<file path="config.mk">
export PLATFORM = sky130hd
export DESIGN_NAME = emr_alu
export DESIGN_NICKNAME = d
export VERILOG_FILES = /design/src/design/extent_map_read_macros.svh /design/src/design/emr_pkg.sv /design/src/design/emr_alu.sv
export SDC_FILE = /design/constraint.sdc
export NUM_CORES = 1
export LEC_CHECK = 0
export BUFFER_PORTS_ARGS = -buffer_cell sky130_fd_sc_hd__clkbuf_2
export CAP_MARGIN = 20
export CORE_MARGIN = 3
export CORE_UTILIZATION = 35
export DETAILED_ROUTE_END_ITERATION = 10
export SYNTH_ARGS = -nofsm -noshare
export SYNTH_HDL_FRONTEND = slang
export SYNTH_SLANG_ARGS = --single-unit
</file>
<file path="constraint.sdc">
create_clock -name vclk -period 13.5
set_input_delay 1.35 -clock vclk [all_inputs]
set_output_delay 1.35 -clock vclk [all_outputs]
set_load 0.01 [all_outputs]
</file>
<file path="src/design/extent_map_read_macros.svh">
// assertion macros shared by the extent map read design
// no dependencies; included by the modules that carry assertions
`ifndef EXTENT_MAP_READ_MACROS_SVH
`define EXTENT_MAP_READ_MACROS_SVH

// same-cycle implication, disabled while reset is low
`define EMR_ASSERT_IMP(name, clk, rstn, ante, cons, msg) \
    name: assert property (@(posedge clk) disable iff (!rstn) (ante) |-> (cons)) \
        else $error(msg);

// next-cycle implication, disabled while reset is low
`define EMR_ASSERT_NXT(name, clk, rstn, ante, cons, msg) \
    name: assert property (@(posedge clk) disable iff (!rstn) (ante) |=> (cons)) \
        else $error(msg);

`endif

</file>
<file path="src/design/emr_pkg.sv">
// shared types, codes and field positions of the extent map read block
// no dependencies; imported by emr_alu and extent_map_read
`default_nettype none

package emr_pkg;

    // field widths
    localparam int ADDR_W = 48;
    localparam int ROOM_W = 7;
    localparam int OP_W   = 2;
    localparam int STAT_W = 2;

    // parameter defaults
    localparam int TABLE_DEPTH_DEF  = 256;
    localparam int MAX_SEGMENTS_DEF = 64;

    // input beat layout
    localparam int S_TUSER_W   = OP_W;
    localparam int IN_ELOG_LSB = 0;
    localparam int IN_EPHY_LSB = ADDR_W;
    localparam int IN_STRT_LSB = 2 * ADDR_W;
    localparam int IN_LEN_LSB  = 3 * ADDR_W;
    localparam int IN_KLIM_LSB = 4 * ADDR_W;
    localparam int IN_ROOM_LSB = 5 * ADDR_W;
    localparam int S_TDATA_W   = ((5 * ADDR_W + ROOM_W + 7) / 8) * 8;

    // output beat layout
    localparam int M_TDATA_W = 4 * ADDR_W;
    localparam int M_TUSER_W = 2 + STAT_W;

    typedef logic [ADDR_W-1:0] addr_t;

    // operation codes
    typedef enum logic [OP_W-1:0] {
        OP_CLEAR  = 2'd0,
        OP_APPEND = 2'd1,
        OP_READ   = 2'd2
    } op_t;

    // status codes
    typedef enum logic [STAT_W-1:0] {
        STATUS_OK    = 2'd0,
        STATUS_FULL  = 2'd1,
        STATUS_BELOW = 2'd2
    } status_t;

    // sequencer states
    typedef enum logic [3:0] {
        ST_IDLE,
        ST_SCAN,
        ST_SEG_INIT,
        ST_SEG_OFF,
        ST_SEG_SPAN,
        ST_CNT,
        ST_ADV,
        ST_REM,
        ST_KCMP,
        ST_HOLE_CHECK,
        ST_HOLE_SPAN,
        ST_EMIT
    } state_t;

    // kind of result held for the output register
    typedef enum logic [1:0] {
        EMIT_STATUS,
        EMIT_SEG,
        EMIT_HOLE
    } emit_t;

    // one stored extent
    typedef struct packed {
        addr_t logical;
        addr_t physical;
    } entry_t;

    // shared adder request and response
    typedef struct packed {
        addr_t a;
        addr_t b;
        logic  sub;
    } alu_req_t;

    typedef struct packed {
        addr_t sum;
        logic  borrow;
        logic  zero;
    } alu_rsp_t;

endpackage

`default_nettype wire

</file>
<file path="src/design/emr_alu.sv">
// shared 48-bit add/subtract unit with borrow and zero flags
// depends on emr_pkg
`default_nettype none

module emr_alu (
    input  emr_pkg::alu_req_t req,
    output emr_pkg::alu_rsp_t rsp
);
    import emr_pkg::*;

    logic [ADDR_W:0] wide_sum;
    addr_t           b_op;

    // subtract as a + ~b + 1, borrow is the missing carry
    assign b_op     = req.sub ? ~req.b : req.b;
    assign wide_sum = {1'b0, req.a} + {1'b0, b_op} + {{ADDR_W{1'b0}}, req.sub};

    assign rsp.sum    = wide_sum[ADDR_W-1:0];
    assign rsp.borrow = req.sub & ~wide_sum[ADDR_W];
    assign rsp.zero   = (wide_sum[ADDR_W-1:0] == '0);

endmodule

`default_nettype wire

</file>
Word level (Yosys, flattened, before mapping):

Index checks and enable logic that the tools add are counted.

* input bits: 97
* word-level logic and storage cells: 7
* flip-flop bits (word level): 0
* output and inout port bits: 50

* mux-type cells: 1
* add/sub/neg operators: 2
* bitwise logic cells: 3
* reductions and logical operators: 1

Operator list (number)
* adder 48 x 48 -> 49 bit: 1
* adder 49 x 1 -> 49 bit: 1
* logical NOT 48 bit: 1
* 2-to-1 mux 48 bit: 1
* inverter 48 bit: 1
* bitwise AND 1 bit: 1
* inverter 1 bit: 1

Depth between registers and ports, before layout:

* depth after elaboration: 6
* depth in mapped cells: 17
* depth with buffers taken out: 14

Worst setup path before layout:

No wires, ideal clock.

* path kind: input to output
* from: input req[0] in the netlist's numbering
* to: output rsp[0] in the netlist's numbering
* path buffers: 4
* data required time: 12.150 ns
* arrival time: 6.005 ns
* setup slack: 6.145 ns
* stages on the path: 17
* cells stage by stage: clkbuf_1 > buf_1 > buf_1 > xor2_1 > ha_1 > buf_2 > and4_1 > o2111ai_1 > nor3_1 > nor2_2 > o31ai_1 > a21oi_1 > xnor2_2 > or4_1 > or4_1 > or4_1 > nor4_2

RTL lines
* start: declaration: RTL line emr_alu.sv:6 `input emr_pkg::alu_req_t req,`
* end: declaration: RTL line emr_alu.sv:7 `output emr_pkg::alu_rsp_t rsp`

==> results.md <==
* DRC at 0
* Slack of the critical path at 5.66 ns
* Nets at 773
* Crit path launch type: input pin
* Leakage power figure at 2.09 nW
* Peak VDD IR at 0.0365 mV
* Io pins at 147
* Fin crit share at 0.581
* Crit path max fanout at 49
* HP Class: input pin to primary output
* Post-synth cell types at 72
* GRT Overall Usage at 0.197
* Worst slew pin tran at 0.760 ns
* Worst endpoint required time at 12.15 ns
* PortBufs at 147
* First-pass GRT wire length at 18.7 mm
* DP HPWL at 10.2 mm
* Routability cong. at 0.907
* Kind of critical path: input pin to primary output
* Minimum clock period at 7.84 ns
* Sequential share of the synthesized area at 0
* Die height at 106 um
* Post-CTS setup buffers at 0
* Power Density at 83.9 mW/mm^2
* ANT cells at 0
* Vias per cell at 5.39
* Layout area overhead at 24.0%
* Via count at 4052
* Placed cell areas at 0.00432 sq mm
* Most frequent cells in the layout: clkbuf_2, xor2_1, a21oi_1, ha_1, nand2_1
* Cts-stage hold buffer count at 0
* Clock buffer count at 0
* Wire per inst at 15.6 um
* Final setup TNS at 0 ns
* Initial DRT Pass Iterations at 4
* Syn Inst Count at 491
* Overflow after GRT at 0
* DP Worst Slack at 5.69 ns
* Setup violators final at 0
* Final Util at 0.457
* Largest net degree at the start of global routing at 50
* DRT iter0 DRCs at 107
* Starting Density at 0.368
* CORE AREA at 0.00946 sq mm
* Min Hold Slack at 3.00 ns
* Flip-flop and latch count at 0
* Synth warn at 0
* RSZ-0062 raised after global routing: no
* MaxCap Viol Count at 0
* F_max at 128 MHz
* Max-slew violations at 0
* Die Span X at 106 um
* Register area at 0 sq um
* Hold Startpoint: req[49]
* Initial antenna violation count at 0
* Final hold vios at 0
* Outcome: finished, final reports clean
* Critical Path End Type: primary output
* Avg Cell Area, Syn at 7.09 sq um
* Worst slew margin at 0.493
* Arr. time, crit path at 6.49 ns
* Hold Path Cell Cnt at 3
* Mapped Area at 0.00348 sq mm
* Row cnt at 35
* Share of post-route cells with drive strength above 1 at 0.276
* Hold-critical path endpoint: rsp[2]
* Final Cell Area at 0.00432 sq mm
* Most common cell after layout, fill and taps aside: clkbuf_2
* Routed WL at 11.7 mm
* Vias in the first global route at 3969
* ANT nets after route at 0
* Syn Nets at 639
* Full die area at 0.0112 sq mm
* PostCTS Resize Cnt at 0
cells by family (layout without fill, tap and decap cells):
logic type | count (synthesis) | in the layout | synth area share
buf+inv | 27 | 159 | 0.0323
fa+ha+maj | 51 | 51 | 0.185
mux | 1 | 1 | 0.00323
compound gates | 162 | 162 | 0.312
simple gates | 157 | 157 | 0.231
xor+xnor | 93 | 93 | 0.236
how the worst max path moves through the flow:
stage | startpoint | endpoint | slack (ns) | depth (start not counted)
detailed placement | req[0] | rsp[0] | 5.69 | 15
finish | req[0] | rsp[0] | 5.66 | 15
CTS | req[0] | rsp[0] | 5.67 | 15
global placement | req[0] | rsp[0] | 5.80 | 15
floorplan | req[0] | rsp[0] | 6.15 | 17
global route | req[0] | rsp[0] | 5.40 | 15
synth_stat cells, types with 4 or more instances:
| cell | count | area share |
|---|---|---|
| nand3_1 | 8 | 0.011 |
| a31oi_1 | 4 | 0.0072 |
| xor2_1 | 66 | 0.17 |
| o21a_1 | 10 | 0.022 |
| a21o_1 | 17 | 0.037 |
| nor3_1 | 9 | 0.013 |
| ha_1 | 50 | 0.18 |
| clkbuf_1 | 8 | 0.0086 |
| inv_1 | 9 | 0.0097 |
| nand4_1 | 10 | 0.018 |
| a211oi_1 | 4 | 0.0086 |
| a21oi_1 | 52 | 0.075 |
| buf_1 | 5 | 0.0054 |
| or4_1 | 5 | 0.011 |
| nand2_1 | 48 | 0.052 |
| xnor2_1 | 26 | 0.065 |
| nor4_1 | 7 | 0.013 |
| o21ai_1 | 5 | 0.0072 |
| o21bai_1 | 11 | 0.024 |
| nor2_1 | 36 | 0.039 |
| o21ai_0 | 23 | 0.033 |
| o2111ai_1 | 4 | 0.010 |
cell type report:
class	count	area, sq um
Timing Repair Buffer	149	751
Multi-Input combinational cell	464	3370
Inverter	10	37.5
Fill cell	1073	5140
Tap cell	129	161
power by group:
part           leakage [nW]  switching, mW  total [mW]  internal, mW
sequential                0              0           0             0
clock                     0              0           0             0
combinational          2.09          0.217       0.363         0.145
total                  2.09          0.217       0.363         0.145
layer usage:
layer | track usage | wire length [um]
met5 | 0 | 0
met3 | 0.0153 | 546
met1 | 0.284 | 5830
met2 | 0.331 | 5280
met4 | 0.0157 | 76
critical path, cell delays in order:
cell and delay, ns:
clkbuf_2 0.07, buf_4 0.59, xor2_1 0.15, ha_1 0.40, nand2_1 0.18, nor2_1 0.21, or4b_2 0.61, o31ai_1 0.59
a21oi_1 0.22, xnor2_2 0.17, or4_1 0.55, or4_1 0.44, or4_1 0.54, nor4_2 0.23, clkbuf_2 0.17
stage by stage:
| stage | power (mW) | std cells |
|---|---|---|
| 2_1_floorplan | 0.239 | 491 |
| 3_3_place_gp | 0.360 | 752 |
| 3_5_place_dp | 0.360 | 752 |
| 4_1_cts | 0.361 | 752 |
| 5_1_grt | 0.397 | 752 |
| 6_report | 0.363 | 752 |
No activity file was read; power rests on OpenSTA's default activity.
